===== config.mk =====
export PLATFORM = sky130hd
export DESIGN_NAME = yaml_plain_scalar_classifier
export DESIGN_NICKNAME = d
export VERILOG_FILES = /design/src/sv/ypsc_pkg.sv /design/src/sv/ypsc_step.sv /design/src/sv/yaml_plain_scalar_classifier.sv
export SDC_FILE = /design/constraint.sdc
export NUM_CORES = 1
export LEC_CHECK = 0
export BUFFER_PORTS_ARGS = -buffer_cell sky130_fd_sc_hd__buf_4
export CAP_MARGIN = 20
export CORE_MARGIN = 5
export CORE_UTILIZATION = 45
export CTS_CLUSTER_DIAMETER = 60
export CTS_CLUSTER_SIZE = 10
export DETAILED_ROUTE_END_ITERATION = 6
export PLACE_DENSITY = 0.58
export SETUP_SLACK_MARGIN = 0.15
export SYNTH_ARGS = -nofsm -noshare
export SYNTH_HDL_FRONTEND = slang
export SYNTH_SLANG_ARGS = --single-unit

===== constraint.sdc =====
create_clock -name i_clk -period 8.44 [get_ports i_clk]
set_clock_uncertainty 0.05 [all_clocks]
set_input_delay 0.844 -clock i_clk [delete_from_list [all_inputs] [get_ports i_clk]]
set_output_delay 0.844 -clock i_clk [all_outputs]
set_load 0.1 [all_outputs]

===== src/sv/ypsc_pkg.sv =====
package ypsc_pkg;

    typedef enum logic [2:0] {
        CLS_STRING = 3'd0,
        CLS_NULL   = 3'd1,
        CLS_BOOL   = 3'd2,
        CLS_INT    = 3'd3,
        CLS_FLOAT  = 3'd4
    } t_class;

    typedef enum logic [3:0] {
        N_START = 4'd0,
        N_SIGN  = 4'd1,
        N_ZERO  = 4'd2,
        N_DEC   = 4'd3,
        N_PFX_X = 4'd4,
        N_HEX   = 4'd5,
        N_PFX_O = 4'd6,
        N_OCT   = 4'd7,
        N_DEAD  = 4'd8
    } t_num;

    typedef enum logic [3:0] {
        F_START   = 4'd0,
        F_SIGN    = 4'd1,
        F_INT     = 4'd2,
        F_DOTONLY = 4'd3,
        F_FRAC    = 4'd4,
        F_EXP     = 4'd5,
        F_EXPSIGN = 4'd6,
        F_EXPDIG  = 4'd7,
        F_DEAD    = 4'd8
    } t_flt;

    localparam int KW_COUNT = 16;

    typedef struct packed {
        logic [3:0]          pos;
        logic [KW_COUNT-1:0] kw;
        t_num                num;
        t_flt                flt;
        logic                sgn;
    } t_scan;

    localparam t_scan SCAN_RESET = '{
        pos: 4'd0,
        kw:  16'hFFFF,
        num: N_START,
        flt: F_START,
        sgn: 1'b0
    };

    localparam logic [KW_COUNT-1:0] KW_NULL_MASK = 16'h000F;
    localparam logic [KW_COUNT-1:0] KW_BOOL_MASK = 16'h03F0;
    localparam logic [KW_COUNT-1:0] KW_INF_MASK  = 16'h1C00;
    localparam logic [KW_COUNT-1:0] KW_NAN_MASK  = 16'hE000;

endpackage


===== src/sv/ypsc_step.sv =====
module ypsc_step
    import ypsc_pkg::*;
(
    input  t_scan       i_scan,
    input  logic [7:0]  i_char,
    input  logic        i_last,
    input  logic        i_empty,
    output t_scan       o_scan,
    output logic        o_res,
    output t_class      o_class
);

    localparam logic [7:0] KW_TEXT [0:KW_COUNT-1][0:5] = '{
        '{"~", 8'h00, 8'h00, 8'h00, 8'h00, 8'h00},
        '{"n", "u", "l", "l", 8'h00, 8'h00},
        '{"N", "u", "l", "l", 8'h00, 8'h00},
        '{"N", "U", "L", "L", 8'h00, 8'h00},
        '{"t", "r", "u", "e", 8'h00, 8'h00},
        '{"T", "r", "u", "e", 8'h00, 8'h00},
        '{"T", "R", "U", "E", 8'h00, 8'h00},
        '{"f", "a", "l", "s", "e", 8'h00},
        '{"F", "a", "l", "s", "e", 8'h00},
        '{"F", "A", "L", "S", "E", 8'h00},
        '{".", "i", "n", "f", 8'h00, 8'h00},
        '{".", "I", "n", "f", 8'h00, 8'h00},
        '{".", "I", "N", "F", 8'h00, 8'h00},
        '{".", "n", "a", "n", 8'h00, 8'h00},
        '{".", "N", "a", "N", 8'h00, 8'h00},
        '{".", "N", "A", "N", 8'h00, 8'h00}
    };
    localparam logic [3:0] KW_LEN [0:KW_COUNT-1] = '{
        4'd1, 4'd4, 4'd4, 4'd4, 4'd4, 4'd4, 4'd4, 4'd5,
        4'd5, 4'd5, 4'd4, 4'd4, 4'd4, 4'd4, 4'd4, 4'd4
    };

    function automatic logic is_dig(input logic [7:0] c);
        return (c >= "0") && (c <= "9");
    endfunction

    function automatic logic is_sgn(input logic [7:0] c);
        return (c == "+") || (c == "-");
    endfunction

    function automatic logic is_hex(input logic [7:0] c);
        return is_dig(c) || ((c >= "a") && (c <= "f")) || ((c >= "A") && (c <= "F"));
    endfunction

    function automatic t_num next_num(input t_num s, input logic [7:0] c);
        t_num n;
        n = N_DEAD;
        unique case (s)
            N_START: begin
                if (is_sgn(c))      n = N_SIGN;
                else if (c == "0")  n = N_ZERO;
                else if (is_dig(c)) n = N_DEC;
            end
            N_SIGN, N_DEC: begin
                if (is_dig(c)) n = N_DEC;
            end
            N_ZERO: begin
                if (is_dig(c))                   n = N_DEC;
                else if (c == "x" || c == "X")   n = N_PFX_X;
                else if (c == "o" || c == "O")   n = N_PFX_O;
            end
            N_PFX_X, N_HEX: begin
                if (is_hex(c)) n = N_HEX;
            end
            N_PFX_O, N_OCT: begin
                if ((c >= "0") && (c <= "7")) n = N_OCT;
            end
            default: n = N_DEAD;
        endcase
        return n;
    endfunction

    function automatic t_flt next_flt(input t_flt s, input logic [7:0] c);
        t_flt n;
        n = F_DEAD;
        unique case (s)
            F_START, F_SIGN: begin
                if (s == F_START && is_sgn(c)) n = F_SIGN;
                else if (is_dig(c))            n = F_INT;
                else if (c == ".")             n = F_DOTONLY;
            end
            F_INT: begin
                if (is_dig(c))                 n = F_INT;
                else if (c == ".")             n = F_FRAC;
                else if (c == "e" || c == "E") n = F_EXP;
            end
            F_DOTONLY: begin
                if (is_dig(c)) n = F_FRAC;
            end
            F_FRAC: begin
                if (is_dig(c))                 n = F_FRAC;
                else if (c == "e" || c == "E") n = F_EXP;
            end
            F_EXP: begin
                if (is_sgn(c))      n = F_EXPSIGN;
                else if (is_dig(c)) n = F_EXPDIG;
            end
            F_EXPSIGN, F_EXPDIG: begin
                if (is_dig(c)) n = F_EXPDIG;
            end
            default: n = F_DEAD;
        endcase
        return n;
    endfunction

    t_scan               w_took;
    logic [3:0]          w_eff;
    logic [3:0]          w_fin_eff;
    logic [KW_COUNT-1:0] w_full;
    t_class              w_cls;

    // per-byte recognizer update
    always_comb begin
        w_took     = i_scan;
        w_eff      = (i_scan.pos >= {3'd0, i_scan.sgn}) ? (i_scan.pos - {3'd0, i_scan.sgn})
                                                        : 4'd0;
        if (i_scan.pos == 4'd0 && is_sgn(i_char)) begin
            w_took.sgn = 1'b1;
            w_took.kw  = i_scan.kw & KW_INF_MASK;
        end else begin
            for (int j = 0; j < KW_COUNT; j++) begin
                if (!((w_eff < KW_LEN[j]) && (KW_TEXT[j][w_eff[2:0]] == i_char)))
                    w_took.kw[j] = 1'b0;
            end
        end
        w_took.num = next_num(i_scan.num, i_char);
        w_took.flt = next_flt(i_scan.flt, i_char);
        if (i_scan.pos != 4'd15)
            w_took.pos = i_scan.pos + 4'd1;
    end

    // class at the final byte
    always_comb begin
        w_fin_eff = (w_took.pos >= {3'd0, w_took.sgn}) ? (w_took.pos - {3'd0, w_took.sgn})
                                                       : 4'd0;
        for (int j = 0; j < KW_COUNT; j++)
            w_full[j] = w_took.kw[j] && (w_fin_eff == KW_LEN[j]);
        priority if (|(w_full & KW_NULL_MASK)) begin
            w_cls = CLS_NULL;
        end else if (|(w_full & KW_BOOL_MASK)) begin
            w_cls = CLS_BOOL;
        end else if (w_took.num == N_ZERO || w_took.num == N_DEC ||
                     w_took.num == N_HEX  || w_took.num == N_OCT) begin
            w_cls = CLS_INT;
        end else if ((|(w_full & (KW_INF_MASK | KW_NAN_MASK))) ||
                     w_took.flt == F_FRAC || w_took.flt == F_EXPDIG) begin
            w_cls = CLS_FLOAT;
        end else begin
            w_cls = CLS_STRING;
        end
    end

    always_comb begin
        if (i_empty) begin
            o_scan  = SCAN_RESET;
            o_res   = 1'b1;
            o_class = CLS_NULL;
        end else if (i_last) begin
            o_scan  = SCAN_RESET;
            o_res   = 1'b1;
            o_class = w_cls;
        end else begin
            o_scan  = w_took;
            o_res   = 1'b0;
            o_class = w_cls;
        end
    end

endmodule


===== src/sv/yaml_plain_scalar_classifier.sv =====
// channel  | dir | tdata                  | tlast     | tuser
// s_axis   | in  | [7:0] char_code        | last_char | empty_scalar
// m_axis   | out | [2:0] scalar_class     | -         | is_text
//
// One item per cycle on the input side, sustained while m_axis_tready is high.
// Result is valid on m_axis once the last byte has passed through the input
// register, then the recognizer update and classification into the result register.
// Synchronous active-low reset clears the valid flags of both registers and the recognizer state.
// A stall on m_axis holds the result; the input register keeps taking bytes
// that give no result.
module yaml_plain_scalar_classifier
    import ypsc_pkg::*;
(
    input  logic       i_clk,
    input  logic       i_rst_n,
    input  logic       s_axis_tvalid,
    output logic       s_axis_tready,
    input  logic [7:0] s_axis_tdata,   // [7:0] char_code
    input  logic       s_axis_tlast,
    input  logic       s_axis_tuser,   // [0] empty_scalar
    output logic       m_axis_tvalid,
    input  logic       m_axis_tready,
    output logic [7:0] m_axis_tdata,   // [2:0] scalar_class, [7:3] zero
    output logic       m_axis_tuser    // [0] is_text
);

    logic       r_in_valid;
    logic [7:0] r_in_char;
    logic       r_in_last;
    logic       r_in_empty;
    t_scan      r_scan;
    logic       r_out_valid;
    t_class     r_out_class;

    t_scan      n_scan;
    logic       w_res;
    t_class     w_class;
    logic       w_adv;

    ypsc_step u_step (
        .i_scan  (r_scan),
        .i_char  (r_in_char),
        .i_last  (r_in_last),
        .i_empty (r_in_empty),
        .o_scan  (n_scan),
        .o_res   (w_res),
        .o_class (w_class)
    );

    assign w_adv         = r_in_valid && (!w_res || !r_out_valid || m_axis_tready);
    assign s_axis_tready = !r_in_valid || w_adv;

    always_ff @(posedge i_clk) begin
        if (!i_rst_n) begin
            r_in_valid <= 1'b0;
        end else if (s_axis_tready) begin
            r_in_valid <= s_axis_tvalid;
        end
    end

    always_ff @(posedge i_clk) begin
        if (s_axis_tvalid && s_axis_tready) begin
            r_in_char  <= s_axis_tdata;
            r_in_last  <= s_axis_tlast;
            r_in_empty <= s_axis_tuser;
        end
    end

    always_ff @(posedge i_clk) begin
        if (!i_rst_n) begin
            r_scan <= SCAN_RESET;
        end else if (w_adv) begin
            r_scan <= n_scan;
        end
    end

    always_ff @(posedge i_clk) begin
        if (!i_rst_n) begin
            r_out_valid <= 1'b0;
        end else if (w_adv && w_res) begin
            r_out_valid <= 1'b1;
        end else if (m_axis_tready) begin
            r_out_valid <= 1'b0;
        end
    end

    always_ff @(posedge i_clk) begin
        if (w_adv && w_res) begin
            r_out_class <= w_class;
        end
    end

    assign m_axis_tvalid = r_out_valid;
    assign m_axis_tdata  = {5'd0, r_out_class};
    assign m_axis_tuser  = (r_out_class == CLS_STRING);

endmodule


==> impl_metrics.csv <==
group,metric,value,unit
timing,holdWs,399.3,ps
clock_network,post-cts-setup-buffers,0,
clock_network,cts_buffer_depth,2,
floorplan,start_util,45.56,%
yosys,synthArstFlopShare,0,%
cells_and_area,area_growth,6.570,%
timing,setup_viol,0,
grt,grt_pass1_wl,14500,um
grt,grt_pass1_vias,2882,
place,port_buffers,19,
clock_network,cts_buffers,5,
floorplan,die_h,97.76,um
clock_network,clkSinkCount,44,
critical_path,cpMaxStageDelayCell,"a21oi_1",
critical_path,cp_common_cell,"ha_1",
critical_path,worstPathArrival,3980,ps
yosys,synth_edf_count,13,
timing,max_freq,0.2523,GHz
routing,drc,0,
floorplan,design.core.area,0.007607,sq mm
cells_and_area,stdcell_count,539,
power,clkPwrFrac,35.0,%
floorplan,die_w,97.76,um
power,seq_power_share,49.4,%
power,leakagePower,1.403,nW
floorplan,pin_count,25,
timing,rsz0062_at_grt,"no",
timing,min_period,3963,ps
routing,drt_iter0_drc,162,
outcome,outcome,"completed",
place,hpwlAfterDp,6444,um
critical_path,cp.required,8450,ps
routing,viasPerCell,5.831,
critical_path,cp-start-kind,"flop",
power,p_int,0.0003447,W
timing,tightestPinTransition,941.3,ps
power,power.net_switching,0.0001487,W
power,power.density,133.6,mW/mm^2
yosys,syn_area,0.003466,sq mm
floorplan,die_area,0.009557,sq mm
grt,antenna_found_initial,0,
yosys,synth.yosys.seq_area_share,29.17,%
routing,num_vias,3143,
grt,grt.total_usage,18.42,%
yosys,ys.flop_type,"dfxtp_1",
clock_network,cts_max_level,2,
grt,overflow,0,
clock_network,hold_buffers,0,
clock_network,cts-resized-gates,0,
yosys,synthCells,439,
power,ir_drop,0.00007182,V
clock_network,insertion_delay,310,ps
timing,finalMaxSlewViolations,0,
clock_network,cts_tree,"yes",
clock_network,cts.clk_slew.worst_paths,90,ps
yosys,synth_area_per_cell,7.895,sq um
power,switching_share,30.13,%
run,drv_cap,0,
grt,grt_max_degree,24,
timing,slew-limit-headroom,37.12,%
yosys,ys_ff_latch,44,
yosys,yosysUniqueCellTypes,75,
critical_path,crit_path_cell_trace,"inv_1 > ha_1 > ha_1 > a21oi_1 > inv_1 > ha_1 > xnor2_1 > nor3_1 > o211a_1 > o221ai_1 > nor3_1 > o21ai_0 > a41oi_2 > o2111a_1",
critical_path,crit_buf_inv,2,
routing,wirelength,8794,um
place,globalplace.congestion,0.8856,
critical_path,cp_top_family,"compound AO/OA/AOI/OAI gates",
place,dp.cells,530,
critical_path,cpPeakStageDelay,480,ps
routing,wire_per_inst,16.32,um
cells_and_area,diodes,0,
cells_and_area,drive_gt1_share,10.30,%
floorplan,rows,32,
critical_path,path_max_fanout,11,
cells_and_area,nNetsFinal,466,
routing,dr.pass1.iters,6,
clock_network,clockRootBuffer,"clkbuf_8",
critical_path,critPathCaptureType,"flop",
min_path,hp-class,"flop to flop",
power,power_frac_comb,15.7,%
timing,final-hold-violation-count,0,
timing,fin_setup_tns,0,ps
yosys,yosysWarnings,0,
routing,ant_nets,0,
critical_path,crit_type,"flop to flop",
timing,fin_crit_sh,46.96,%
worst min-delay path, cell delays in order, from the launching register on:
cell	delay, ps
dfxtp_1	320
nand2_1	50
nand2_1	40
power by group through the flow:
| stage | clock [W] | combinational, W | sequential, W |
|---|---|---|---|
| 2_1_floorplan | 0 | 0.0000626 | 0.000244 |
| 3_3_place_gp | 0 | 0.0000763 | 0.000248 |
| 3_5_place_dp | 0 | 0.0000761 | 0.000248 |
| 4_1_cts | 0.000178 | 0.0000767 | 0.000243 |
| 5_1_grt | 0.000186 | 0.0000847 | 0.000245 |
| 6_report | 0.000172 | 0.0000773 | 0.000244 |
sequential cells by signal (all words and copies together), names as in the netlist:
register,cells
r_scan,29
r_out_class,3
r_in_last,1
r_in_char,8
r_in_empty,1
m_axis_tvalid,1
r_in_valid,1
path summary, 6_finish.rpt:
check,start,to,slack [ps],depth (start not counted)
setup / recovery,r_scan[25],r_out_class[2],4480,14
hold / removal,r_scan[11],r_scan[11],400,2
setup reg to reg,r_scan[25],r_out_class[2],4480,14
hold reg to reg,r_scan[11],r_scan[11],400,2
cells in the mapped netlist, types with 4 or more instances:
master	number	share of area, %
ha_1	16	5.8
a21oi_1	25	3.6
nand2b_1	5	0.90
nor3_1	18	2.6
o21ai_0	40	5.8
nor2_1	37	4.0
nand4_1	4	0.72
nand3_1	11	1.6
buf_2	5	0.72
and3_1	5	0.90
inv_1	11	1.2
nand3b_1	4	0.87
a31oi_1	7	1.3
xor2_1	11	2.8
xnor2_1	15	3.8
edfxtp_1	13	11
buf_4	7	1.5
clkbuf_1	18	1.9
a21o_1	4	0.87
and2_1	5	0.90
nand2_1	39	4.2
a22oi_1	5	1.1
nor2b_1	21	3.8
dfxtp_1	31	18
per-layer routing:
metal	global-route usage (%)	share of wire (%)	vias to the layer above
li1	-	-	1564
met2	29.57	45	102
met1	24.65	47	1457
met3	3.714	4.9	20
met5	0	0	-
met4	6.496	2.6	0
placed cells by master (no fill, tap or decap), types with 4 or more instances in the layout:
master and n:
a31oi_1 7, xor2_1 11, a21oi_1 25, a22oi_1 5
nor3_1 18, nand2b_1 5, nand2_1 39, nor2b_1 21
dfxtp_1 31, buf_4 21, o21ai_0 40, a21o_1 4
ha_1 16, and2_1 5, nand3b_1 4, edfxtp_1 13
clkbuf_8 5, nand4_1 4, and3_1 5, nand3_1 11
nor2_1 37, inv_1 11, xnor2_1 15, conb_1 5
kinds of logic after synthesis:
family          after synthesis  synth area share [%]
simple gates                179                 27.73
mux                           4                 1.263
fa+ha+maj                    16                 5.776
xor+xnor                     26                 6.570
other cells                   1                0.1082
flops                        44                 29.17
buf+inv                      48                 6.787
compound gates              121                 22.60
layout make-up:
cell class                 instances  area, sq um
multi-input combinational        351         2235
sequential                        44         1011
timing repair buffer              21        157.7
tap                              102        127.6
inverter                          13        48.80
clock buffer                       5        68.82
fill                             767         3914
clock inverter                     3        45.04
through the flow:
step	power [W]	util, %	cell area (sq um)	worst slack (ps)
final	0.0004934	48.55	3694	4477
after detailed placement	0.0003242	46.96	3572	4494
after global placement	0.0003241	46.96	3572	4665
after floorplan	0.0003064	-	3481	4556
after CTS	0.0004975	48.45	3686	4468
after global routing	0.0005158	48.55	3694	4074
Note: power is estimated with default switching activity, not from simulation.
